`config.mk`:
```
export PLATFORM = sky130hd
export DESIGN_NAME = ts_pes_pts_restamp
export DESIGN_NICKNAME = d
export VERILOG_FILES = /design/src/design/tspts_pkg.sv /design/src/design/tspts_regs.sv /design/src/design/tspts_parser.sv /design/src/design/tspts_queue.sv /design/src/design/ts_pes_pts_restamp.sv
export SDC_FILE = /design/constraint.sdc
export NUM_CORES = 1
export LEC_CHECK = 0
export BUFFER_PORTS_ARGS = -buffer_cell sky130_fd_sc_hd__buf_2
export CAP_MARGIN = 15
export CORE_MARGIN = 4
export CORE_UTILIZATION = 48
export DETAILED_ROUTE_END_ITERATION = 10
export GPL_ROUTABILITY_DRIVEN = 0
export PLACE_DENSITY = 0.72
export REMOVE_ABC_BUFFERS = 1
export SLEW_MARGIN = 15
export SYNTH_ARGS = -nofsm -noshare
export SYNTH_HDL_FRONTEND = slang
export SYNTH_SLANG_ARGS = --single-unit
```
`constraint.sdc`:
```
create_clock -name aclk -period 9.5 [get_ports aclk]
set_input_delay 0.475 -clock aclk [delete_from_list [all_inputs] [get_ports aclk]]
set_output_delay 0.475 -clock aclk [all_outputs]
set_load 0.005 [all_outputs]
```
`src/design/tspts_pkg.sv`:
```
package tspts_pkg;

    localparam int PACKET_BYTES_DEF = 188;
    localparam int PID_W            = 13;
    localparam int MS_W             = 24;
    localparam int TICK_W           = 33;   // PTS width
    localparam int PO_W             = 9;    // payload offset, up to 5 + 255
    localparam int HDR_BYTES        = 4;
    localparam int MAX_RESULTS      = 5;
    localparam int QUEUE_DEPTH      = 16;

    typedef enum logic {
        REG_TARGET_PID = 1'b0,
        REG_SHIFT_MS   = 1'b1
    } reg_idx_t;

    typedef struct packed {
        logic [PID_W-1:0]  target_pid;
        logic [TICK_W-1:0] shift_ticks;   // shift_ms * 90, mod 2^33
    } cfg_t;

    typedef struct packed {
        logic [2:0]                   n;     // beats to push, 0..5
        logic [MAX_RESULTS-1:0][7:0]  data;  // data[0] goes out first
    } push_t;

endpackage

```
`src/design/tspts_regs.sv`:
```
module tspts_regs (
    input  logic               aclk,
    input  logic               aresetn,
    input  logic               psel,
    input  logic               penable,
    input  logic               pwrite,
    input  logic [2:0]         paddr,
    input  logic [31:0]        pwdata,
    output logic [31:0]        prdata,
    output logic               pready,
    output tspts_pkg::cfg_t    cfg
);
    import tspts_pkg::*;

    logic [PID_W-1:0]  pid_reg;
    logic [MS_W-1:0]   ms_reg;
    logic [TICK_W-1:0] ticks_reg;
    logic [TICK_W-1:0] wr_ms_x;
    logic [TICK_W-1:0] wr_ticks;
    reg_idx_t          idx;
    logic              wr_en;

    assign idx   = reg_idx_t'(paddr[2]);
    assign wr_en = psel && penable && pwrite;
    assign pready = 1'b1;

    // x*90 = x*64 + x*16 + x*8 + x*2
    assign wr_ms_x  = {{(TICK_W-MS_W){pwdata[MS_W-1]}}, pwdata[MS_W-1:0]};
    assign wr_ticks = (wr_ms_x << 6) + (wr_ms_x << 4) + (wr_ms_x << 3) + (wr_ms_x << 1);

    always_ff @(posedge aclk) begin
        if (!aresetn) begin
            pid_reg   <= '0;
            ms_reg    <= '0;
            ticks_reg <= '0;
        end else if (wr_en) begin
            case (idx)
                REG_TARGET_PID: pid_reg <= pwdata[PID_W-1:0];
                REG_SHIFT_MS: begin
                    ms_reg    <= pwdata[MS_W-1:0];
                    ticks_reg <= wr_ticks;
                end
                default: ;
            endcase
        end
    end

    always_comb begin
        case (idx)
            REG_TARGET_PID: prdata = {{(32-PID_W){1'b0}}, pid_reg};
            REG_SHIFT_MS:   prdata = {{(32-MS_W){1'b0}}, ms_reg};
            default:        prdata = '0;
        endcase
    end

    assign cfg.target_pid  = pid_reg;
    assign cfg.shift_ticks = ticks_reg;

endmodule

```
`src/design/tspts_parser.sv`:
```
module tspts_parser #(
    parameter int PACKET_BYTES = tspts_pkg::PACKET_BYTES_DEF
) (
    input  logic               aclk,
    input  logic               aresetn,
    input  logic               in_accept,
    input  logic [7:0]         in_byte,
    input  tspts_pkg::cfg_t    cfg,
    output tspts_pkg::push_t   push
);
    import tspts_pkg::*;

    localparam int POS_W = $clog2(PACKET_BYTES);
    localparam logic [POS_W-1:0] POS_LAST   = POS_W'(PACKET_BYTES - 1);
    localparam logic [POS_W-1:0] HDR_SYNC   = POS_W'(0);
    localparam logic [POS_W-1:0] HDR_PID_HI = POS_W'(1);
    localparam logic [POS_W-1:0] HDR_PID_LO = POS_W'(2);
    localparam logic [POS_W-1:0] HDR_FLAGS  = POS_W'(3);
    localparam logic [POS_W-1:0] HDR_AF_LEN = POS_W'(4);
    localparam logic [PO_W-1:0]  PO_HDR     = PO_W'(HDR_BYTES);
    localparam logic [PO_W-1:0]  PO_NONE    = PO_W'(PACKET_BYTES);
    localparam logic [PO_W-1:0]  PO_AF_BASE = PO_W'(HDR_BYTES + 1);
    localparam logic [PO_W:0]    PKT_END_X  = (PO_W+1)'(PACKET_BYTES);

    logic [POS_W-1:0] pos_reg, pos_next;
    logic [4:0]       pid_hi_reg, pid_hi_next;
    logic             unit_start_reg, unit_start_next;
    logic             pid_match_reg, pid_match_next;
    logic             has_af_reg, has_af_next;
    logic [PO_W-1:0]  po_reg, po_next;
    logic             pts_reg, pts_next;
    logic [3:0][7:0]  hold_reg;

    logic [PO_W:0]    pos_x, flag_at, first_at, end_at;
    logic [2:0]       k;
    logic             in_pts, hold_wr;
    logic [TICK_W-1:0] pts_old, pts_new;

    assign pos_x    = (PO_W+1)'(pos_reg);
    assign flag_at  = {1'b0, po_reg} + (PO_W+1)'(7);
    assign first_at = {1'b0, po_reg} + (PO_W+1)'(9);
    assign end_at   = {1'b0, po_reg} + (PO_W+1)'(13);
    assign k        = 3'(pos_x - first_at);
    assign in_pts   = pts_reg && (pos_x >= first_at) && (pos_x <= end_at);

    // fifth PTS byte arrives on in_byte, the first four sit in hold_reg
    assign pts_old = {hold_reg[0][3:1], hold_reg[1], hold_reg[2][7:1], hold_reg[3], in_byte[7:1]};
    assign pts_new = pts_old + cfg.shift_ticks;

    always_comb begin
        pos_next        = (pos_reg == POS_LAST) ? '0 : pos_reg + POS_W'(1);
        pid_hi_next     = pid_hi_reg;
        unit_start_next = unit_start_reg;
        pid_match_next  = pid_match_reg;
        has_af_next     = has_af_reg;
        po_next         = po_reg;
        pts_next        = pts_reg;
        hold_wr         = 1'b0;
        push.n          = 3'd1;
        push.data       = '0;
        push.data[0]    = in_byte;

        if (pos_reg == HDR_SYNC) begin
            pts_next = 1'b0;
            po_next  = PO_HDR;
        end else if (pos_reg == HDR_PID_HI) begin
            pid_hi_next     = in_byte[4:0];
            unit_start_next = in_byte[6];
        end else if (pos_reg == HDR_PID_LO) begin
            pid_match_next = ({pid_hi_reg, in_byte} == cfg.target_pid);
        end else if (pos_reg == HDR_FLAGS) begin
            has_af_next = in_byte[5];
            po_next     = in_byte[4] ? PO_HDR : PO_NONE;
        end else if (pos_reg == HDR_AF_LEN) begin
            if (has_af_reg && po_reg == PO_HDR) begin
                po_next = PO_AF_BASE + {1'b0, in_byte};
            end
        end else if (pos_x == flag_at) begin
            // PTS flag byte; whole PTS must fit before the packet end
            if (pid_match_reg && unit_start_reg && in_byte[7] && end_at < PKT_END_X) begin
                pts_next = 1'b1;
            end
        end else if (in_pts) begin
            if (k < 3'd4) begin
                hold_wr = 1'b1;
                push.n  = 3'd0;
            end else begin
                push.n       = 3'd5;
                push.data[0] = {hold_reg[0][7:4], pts_new[32:30], 1'b1};
                push.data[1] = pts_new[29:22];
                push.data[2] = {pts_new[21:15], 1'b1};
                push.data[3] = pts_new[14:7];
                push.data[4] = {pts_new[6:0], 1'b1};
                pts_next     = 1'b0;
            end
        end

        if (!in_accept) begin
            push.n = 3'd0;
        end
    end

    always_ff @(posedge aclk) begin
        if (!aresetn) begin
            pos_reg        <= '0;
            pid_hi_reg     <= '0;
            unit_start_reg <= 1'b0;
            pid_match_reg  <= 1'b0;
            has_af_reg     <= 1'b0;
            po_reg         <= PO_HDR;
            pts_reg        <= 1'b0;
        end else if (in_accept) begin
            pos_reg        <= pos_next;
            pid_hi_reg     <= pid_hi_next;
            unit_start_reg <= unit_start_next;
            pid_match_reg  <= pid_match_next;
            has_af_reg     <= has_af_next;
            po_reg         <= po_next;
            pts_reg        <= pts_next;
        end
    end

    always_ff @(posedge aclk) begin
        if (in_accept && hold_wr) begin
            hold_reg[k[1:0]] <= in_byte;
        end
    end

endmodule

```
`src/design/tspts_queue.sv`:
```
module tspts_queue (
    input  logic               aclk,
    input  logic               aresetn,
    input  tspts_pkg::push_t   push,
    output logic               space_ok,
    output logic               m_tvalid,
    input  logic               m_tready,
    output logic [7:0]         m_tdata,
    output logic               m_tlast
);
    import tspts_pkg::*;

    localparam int PTR_W = $clog2(QUEUE_DEPTH);
    localparam logic [PTR_W:0] SPACE_MAX = (PTR_W+1)'(QUEUE_DEPTH - MAX_RESULTS);

    logic [7:0]       data_reg [QUEUE_DEPTH];
    logic             last_reg [QUEUE_DEPTH];
    logic [PTR_W-1:0] head_reg, tail_reg;
    logic [PTR_W:0]   count_reg, count_next;
    logic [PTR_W-1:0] slot [QUEUE_DEPTH];
    logic             pop;
    logic [PTR_W:0]   push_x;

    assign m_tvalid = (count_reg != '0);
    assign pop      = m_tvalid && m_tready;
    assign m_tdata  = data_reg[head_reg];
    assign m_tlast  = last_reg[head_reg];
    assign space_ok = (count_reg <= SPACE_MAX);
    assign push_x   = (PTR_W+1)'(push.n);
    assign count_next = count_reg + push_x - (PTR_W+1)'(pop);

    // distance of each entry from the tail
    always_comb begin
        for (int i = 0; i < QUEUE_DEPTH; i++) begin
            slot[i] = PTR_W'(i) - tail_reg;
        end
    end

    always_ff @(posedge aclk) begin
        for (int i = 0; i < QUEUE_DEPTH; i++) begin
            if ((PTR_W+1)'(slot[i]) < push_x) begin
                data_reg[i] <= push.data[slot[i][2:0]];
                last_reg[i] <= ((PTR_W+1)'(slot[i]) == push_x - (PTR_W+1)'(1));
            end
        end
    end

    always_ff @(posedge aclk) begin
        if (!aresetn) begin
            head_reg  <= '0;
            tail_reg  <= '0;
            count_reg <= '0;
        end else begin
            tail_reg  <= tail_reg + PTR_W'(push.n);
            head_reg  <= head_reg + PTR_W'(pop);
            count_reg <= count_next;
        end
    end

endmodule

```
`src/design/ts_pes_pts_restamp.sv`:
```
// Pass-through bytes: an accepted s_ beat goes into the registered output queue.
// PTS bytes: the first four are held; the fifth releases five beats, one per cycle
// while m_tready is high. Throughput: one byte per cycle (m_tready high), set by the
// 16-entry output queue; s_tready drops only while more than 11 beats wait in it.
// Reset (aresetn low, synchronous): parser state, queue pointers and registers cleared.
module ts_pes_pts_restamp #(
    parameter int PACKET_BYTES = tspts_pkg::PACKET_BYTES_DEF
) (
    input  logic        aclk,
    input  logic        aresetn,
    // input stream
    input  logic        s_tvalid,
    output logic        s_tready,
    input  logic [7:0]  s_tdata,    // [7:0] in_byte
    // result stream
    output logic        m_tvalid,
    input  logic        m_tready,
    output logic [7:0]  m_tdata,    // [7:0] out_byte
    output logic        m_tlast,    // run_last: last beat released by one input beat
    // register port: 0x0 target_pid, 0x4 shift in ms (signed, 24 bit)
    input  logic        psel,
    input  logic        penable,
    input  logic        pwrite,
    input  logic [2:0]  paddr,
    input  logic [31:0] pwdata,
    output logic [31:0] prdata,
    output logic        pready
);
    import tspts_pkg::*;

    cfg_t  cfg;
    push_t push;
    logic  s_accept;

    assign s_accept = s_tvalid && s_tready;

    // Register file; the offset is converted to 90 kHz ticks on write so the
    // release path only sees one 33-bit add.
    tspts_regs u_regs (
        .aclk    (aclk),
        .aresetn (aresetn),
        .psel    (psel),
        .penable (penable),
        .pwrite  (pwrite),
        .paddr   (paddr),
        .pwdata  (pwdata),
        .prdata  (prdata),
        .pready  (pready),
        .cfg     (cfg)
    );

    // Header parse, PTS hold and restamp; emits 0, 1 or 5 beats per input beat.
    tspts_parser #(
        .PACKET_BYTES (PACKET_BYTES)
    ) u_parser (
        .aclk      (aclk),
        .aresetn   (aresetn),
        .in_accept (s_accept),
        .in_byte   (s_tdata),
        .cfg       (cfg),
        .push      (push)
    );

    // Output queue absorbs the five-beat burst while input keeps flowing.
    tspts_queue u_queue (
        .aclk     (aclk),
        .aresetn  (aresetn),
        .push     (push),
        .space_ok (s_tready),
        .m_tvalid (m_tvalid),
        .m_tready (m_tready),
        .m_tdata  (m_tdata),
        .m_tlast  (m_tlast)
    );

endmodule

```
; Yosys cells after proc, flatten, opt, wreduce, memory -nomap -nowiden
; Memories as Yosys holds them, arrays and structs flattened. A register that Yosys moved wholly into a read port is not among the register bits.
; Index checks and enable logic that the tools add are counted.
; W data, S select, Z words.
[totals]
ff_bits = 141
ram_bits = 144
output_inout_bits = 44
memories = 2
[classes]
add_sub_neg = 31
order_cmp = 39
eq_ne = 30
muxes = 165
bitwise = 4
n_reduce_logical = 44
[mem_list]
columns = name, words, word_bits, rd, rd_ports_with_merged_regs, wr, line
row1 = u_queue.data_reg, 16, 8, 1, 1, 6, tspts_queue.sv:16  ; logic [7:0] data_reg [QUEUE_DEPTH];
row2 = u_queue.last_reg, 16, 1, 1, 1, 6, tspts_queue.sv:17  ; logic last_reg [QUEUE_DEPTH];
[ops]
columns = cell, n
row1 = $bmux W8 S3, 16
row2 = $mux W43, 7
row3 = $mux W8, 29
row4 = $mux W4, 22
row5 = $eq A4 B5 Y1, 16
row6 = $reduce_or A8 Y1, 10
row7 = $mux W1, 79
row8 = $lt A3 B4 Y1 const B, 16
row9 = $lt A4 B3 Y1, 16
row10 = $pmux W32 S2, 1
row11 = $mux W9, 6
row12 = $mux W40, 1
row13 = $add A32 B25 Y33, 1
row14 = $add A33 B33 Y33, 1
row15 = $add A31 B27 Y32, 1
row16 = $bwmux W32, 1
row17 = $sub A4 B4 Y4 const A, 8
row18 = $add A30 B28 Y31, 1
row19 = $add A9 B4 Y10 const B, 2
row20 = $demux W8 S2, 1
row21 = $eq A8 B2 Y1 const B, 2
row22 = $sub A3 B4 Y4 const A, 4
row23 = $eq A13 B13 Y1, 1
row24 = $logic_and A1 B1 Y1, 12
row25 = 37 further kinds, 59

; Depth between registers and ports, before layout
[logic_depth]
depth_word = 18
mapped_depth = 21

; By module
; Synthesis repeated with hierarchy kept, for this count alone.
[hier_totals]
cells_unflattened = 1880
area_unflattened_um2 = 18786.8
[modules_own_cells]
columns = mod, instances, cells_per_inst, area_per_inst_um2
row1 = tspts_queue, 1, 642, 8460.6
row2 = tspts_parser, 1, 628, 5262.5
row3 = tspts_regs, 1, 609, 5057.4
row4 = ts_pes_pts_restamp, 1, 1, 6.3

; Worst setup path before layout
; OpenSTA, ideal clock, no wires.
[synth_path]
path_type = register to register
start = register u_parser.po_reg[0]
end = memory u_queue.data_reg[10][0], enable pin
setup_time_ns = 0.390
arrival_ns = 4.010
required_time_ns = 9.110
slack_ns = 5.100
path_stages_with_launch = 15
path_buffers = 2
synth_period_minus_slack_ns = 4.400
path_cell_list = dfxtp_1 > inv_1 > ha_1 > fa_1 > a21boi_0 > o21bai_1 > a31oi_1 > a2111oi_4 > nand3_1 > buf_4 > nor2_8 > buf_2 > nand2_1 > ha_1 > a211oi_1
[synth_lines]
columns = element, line
row1 = start: declaration, tspts_parser.sv:30  ; logic [PO_W-1:0] po_reg, po_next;
row2 = start signal: assignment, tspts_parser.sv:118  ; po_reg <= po_next;
row3 = end: declaration, tspts_queue.sv:16

==> reports/qor_table.md <==
| Result | This run |
|:---|:---|
| Result of the run | finished clean |
| Clock H-tree levels | 1 |
| Final Setup Violations | 0 |
| Slew at the pin closest to its max-slew limit | 1.10 ns |
| Power consumption | 4420 µW |
| Number of diodes | 0 |
| Kind of end point of the critical path | flop |
| Number of violations of the max-capacitance limit | 0 |
| Iter 0 DRT Violations | 1271 |
| First-pass GRT wire length | 77300 µm |
| Post-Route Skew | 0.0293 ns |
| Initial standard-cell utilization of the core | 48.7% |
| Predominant post-synthesis flop cell | sky130_fd_sc_hd__edfxtp_1 |
| Flip-flop count of the largest register after layout | 128 |
| Part of the total power dissipated in combinational logic | 36.7% |
| Post-CTS repair timing setup buffer count | 0 |
| Post-detailed-route count of antenna-violating nets | 0 |
| Clock insertion delay at the later pin of the skew report | 0.59 ns |
| Arrival @ worst endpoint | 5.59 ns |
| Pwr/cell area | 215 nW/µm² |
| Family with the most delay on the worst path | simple AND/OR/NAND/NOR gates |
| Relative contribution of the clock network to total power | 28.9% |
| Area delta synth->final | 9.29% |
| # clock sinks | 280 |
| Worst-case vdd ir drop | 0.153 mV |
| Total routing usage reported by global routing | 22.5% |
| Wire per inst | 19.9 µm |
| Maximum clock path buffer count | 3 |
| Worst-case hold slack | 0.230 ns |
| Fraction of synthesized cell area taken by the top area cell type | 27.7% |
| Synth Warn # | 0 |
| Synth area leaders | sky130_fd_sc_hd__edfxtp_1 (28%), sky130_fd_sc_hd__dfxtp_1 (11%), sky130_fd_sc_hd__ha_1 (7.5%), sky130_fd_sc_hd__mux4_2 (5.4%), sky130_fd_sc_hd__fa_1 (4.9%) |
| Crit path time final | 5.39 ns |
| Via count of the first global-routing pass | 14212 |
| R2r setup slk | 4.11 ns |
| Share of the core filled with cells | 53.2% |
| WS Path Type | flop to flop |
| EDFF count, synth | 174 |
| Syn avg cell area | 10.0 µm² |
| # port buffers | 74 |
| Biggest cell delay along the critical path | 0.84 ns |
| Clock Pin Slew Worst Setup and Hold Paths | 0.06 ns |
| CTS tree | yes |
| Post-Syn Area | 18900 µm² |
| I/O pins | 94 |
| Final global-route overflow total | 0 |
| Post-Route WL | 48300 µm |
| Cell taking the most area after synthesis | sky130_fd_sc_hd__edfxtp_1 |
| Achievable clock frequency | 0.185 GHz |
| Root buffer cell | sky130_fd_sc_hd__clkbuf_16 |
| CP Max Fanout | 26 |
| Final Max Slew Viols | 0 |
| Synth top cells by count | sky130_fd_sc_hd__nand2_1 (202), sky130_fd_sc_hd__edfxtp_1 (174), sky130_fd_sc_hd__a21oi_1 (164) |
| Floorplan die width | 206 µm |
| Data required time at the worst endpoint | 9.70 ns |
| Placed wire-length estimate | 36000 µm |
| Number of hold violations in the final report | 0 |
| Placement Cell Area | 19500 µm² |
| Number of CTS-inserted buffers | 30 |
| Number of cells produced by synthesis | 1878 |
| Placement row count | 72 |
| Number of buffer and inverter stages on the critical path | 1 |
| Share of cells above drive strength 1 | 12.0% |
| Share of the clock period used by the worst path after layout | 56.8% |
| Net Switching | 1530 µW |
| Placeable core region | 38700 µm² |
| Setup repair after global routing missed its margin | no |
| Cell chain of the critical path | inv_1 > ha_1 > fa_1 > a21boi_0 > o21bai_1 > a31oi_1 > a2111oi_4 > nand3_1 > nor2_8 > nand2_1 > ha_1 > a21oi_1 > nor2b_1 |
| Number of antenna violations at the first check in global routing | 0 |
| Routed via count | 14826 |
| Lkg Pwr | 0.00762 µW |
| Proportion of power drawn by flip-flops and latches | 34.5% |
| Net count reported at finish | 2100 |
| Average vias per placed instance | 6.09 |
| Switching fraction of total power | 34.7% |
| Quantity of gates resized following cts | 0 |
| Largest net degree at the start of global routing | 61 |
| Area of the die | 42500 µm² |
| Ys async rst share | 0% |
| Most numerous cell in the Yosys netlist | sky130_fd_sc_hd__nand2_1 |
| Total of flip-flops plus latches after synthesis | 280 |
| Post-synth cell types | 90 |
| Die H | 206 µm |
| P_int | 2890 µW |
| Library cell contributing the largest single delay on the critical path | sky130_fd_sc_hd__nor2b_1 |
| Final instance area | 20600 µm² |
| Cts-stage hold buffer count | 0 |
| Slew HR | 26.5% |
| Drt pass-1 iters | 6 |
| Seq/Total Area, Yosys | 38.9% |
| Kind of start point of the critical path | flop |
| Worst path most repeated cell | sky130_fd_sc_hd__ha_1 |
| DR DRC count | 0 |
| Post-route setup TNS | 0 ns |
| Worst hold-check path type | primary input to flop |
-- final cells by class --
type	count	area, µm²
Timing Repair Buffer	92	505
Clock buffer	34	766
Inverter	43	161
Sequential cell	280	7350
Clock inverter	22	322
Fill cell	3422	18100
Tap cell	518	648
Multi-Input combinational cell	1444	10900
-- tightest hold or removal path, cell delays in order --
cell                      delay (ns)
sky130_fd_sc_hd__buf_2          0.16
sky130_fd_sc_hd__nand2_1        0.07
sky130_fd_sc_hd__a21oi_1        0.05
-- per-stage QoR --
step,std cells,setup WS [ns]
2_1_floorplan,1767,4.89
3_3_place_gp,2377,4.19
3_5_place_dp,2377,4.13
4_1_cts,2433,4.12
5_1_grt,2433,3.71
6_report,2433,4.11
-- path summary, 6_finish.rpt --
path | end | from | cells after the start
worst max-delay path | u_queue.data_reg[7][3]$_DFFE_PN_ | u_parser.po_reg[0]$_SDFFE_PN0P_ | 13
worst min-delay path | u_regs.ms_reg[15]$_SDFFE_PN0P_ | pwdata[15] | 3
worst max register to register | u_queue.data_reg[7][3]$_DFFE_PN_ | u_parser.po_reg[0]$_SDFFE_PN0P_ | 13
worst min register to register | u_regs.ms_reg[16]$_SDFFE_PN0P_ | u_regs.ms_reg[16]$_SDFFE_PN0P_ | 2
-- cell usage in the layout, fill, tap and decap left out, types with 26 or more instances in the layout --
cell                        instances
sky130_fd_sc_hd__a211oi_1          26
sky130_fd_sc_hd__a21o_1            31
sky130_fd_sc_hd__a21oi_1          164
sky130_fd_sc_hd__a31oi_1           30
sky130_fd_sc_hd__and2_1            47
sky130_fd_sc_hd__buf_2             74
sky130_fd_sc_hd__clkbuf_16         30
sky130_fd_sc_hd__dfxtp_1          105
sky130_fd_sc_hd__edfxtp_1         174
sky130_fd_sc_hd__fa_1              46
sky130_fd_sc_hd__ha_1             113
sky130_fd_sc_hd__inv_1             39
sky130_fd_sc_hd__mux4_2            45
sky130_fd_sc_hd__nand2_1          202
sky130_fd_sc_hd__nand3_1           55
sky130_fd_sc_hd__nor2_1           128
sky130_fd_sc_hd__o21ai_0           71
sky130_fd_sc_hd__xnor2_1           56
sky130_fd_sc_hd__xor2_1            50
-- logic make-up after synthesis --
logic type | synth area share, %
XOR/XNOR | 4.92
other | 0.0398
buffers and inverters | 3.63
AND/OR/NAND/NOR | 14.9
multiplexers | 7.54
AO/OA/AOI/OAI | 17.7
adder cells (fa/ha/maj) | 12.4
flip-flops | 38.9
-- routing by layer --
metal	share of wire, %	track usage, %
met5	0	0
met2	47	37.7
met4	1.8	4.25
met3	7.3	2.71
met1	43	31.8
-- power groups by stage --
stage	logic [µW]	registers, µW	clock network, µW
6_report	1620	1520	1280
2_1_floorplan	1120	1580	0
3_3_place_gp	1540	1540	0
3_5_place_dp	1600	1550	0
5_1_grt	1790	1540	1340
4_1_cts	1610	1520	1290
Note: power is estimated with default switching activity, not from simulation.
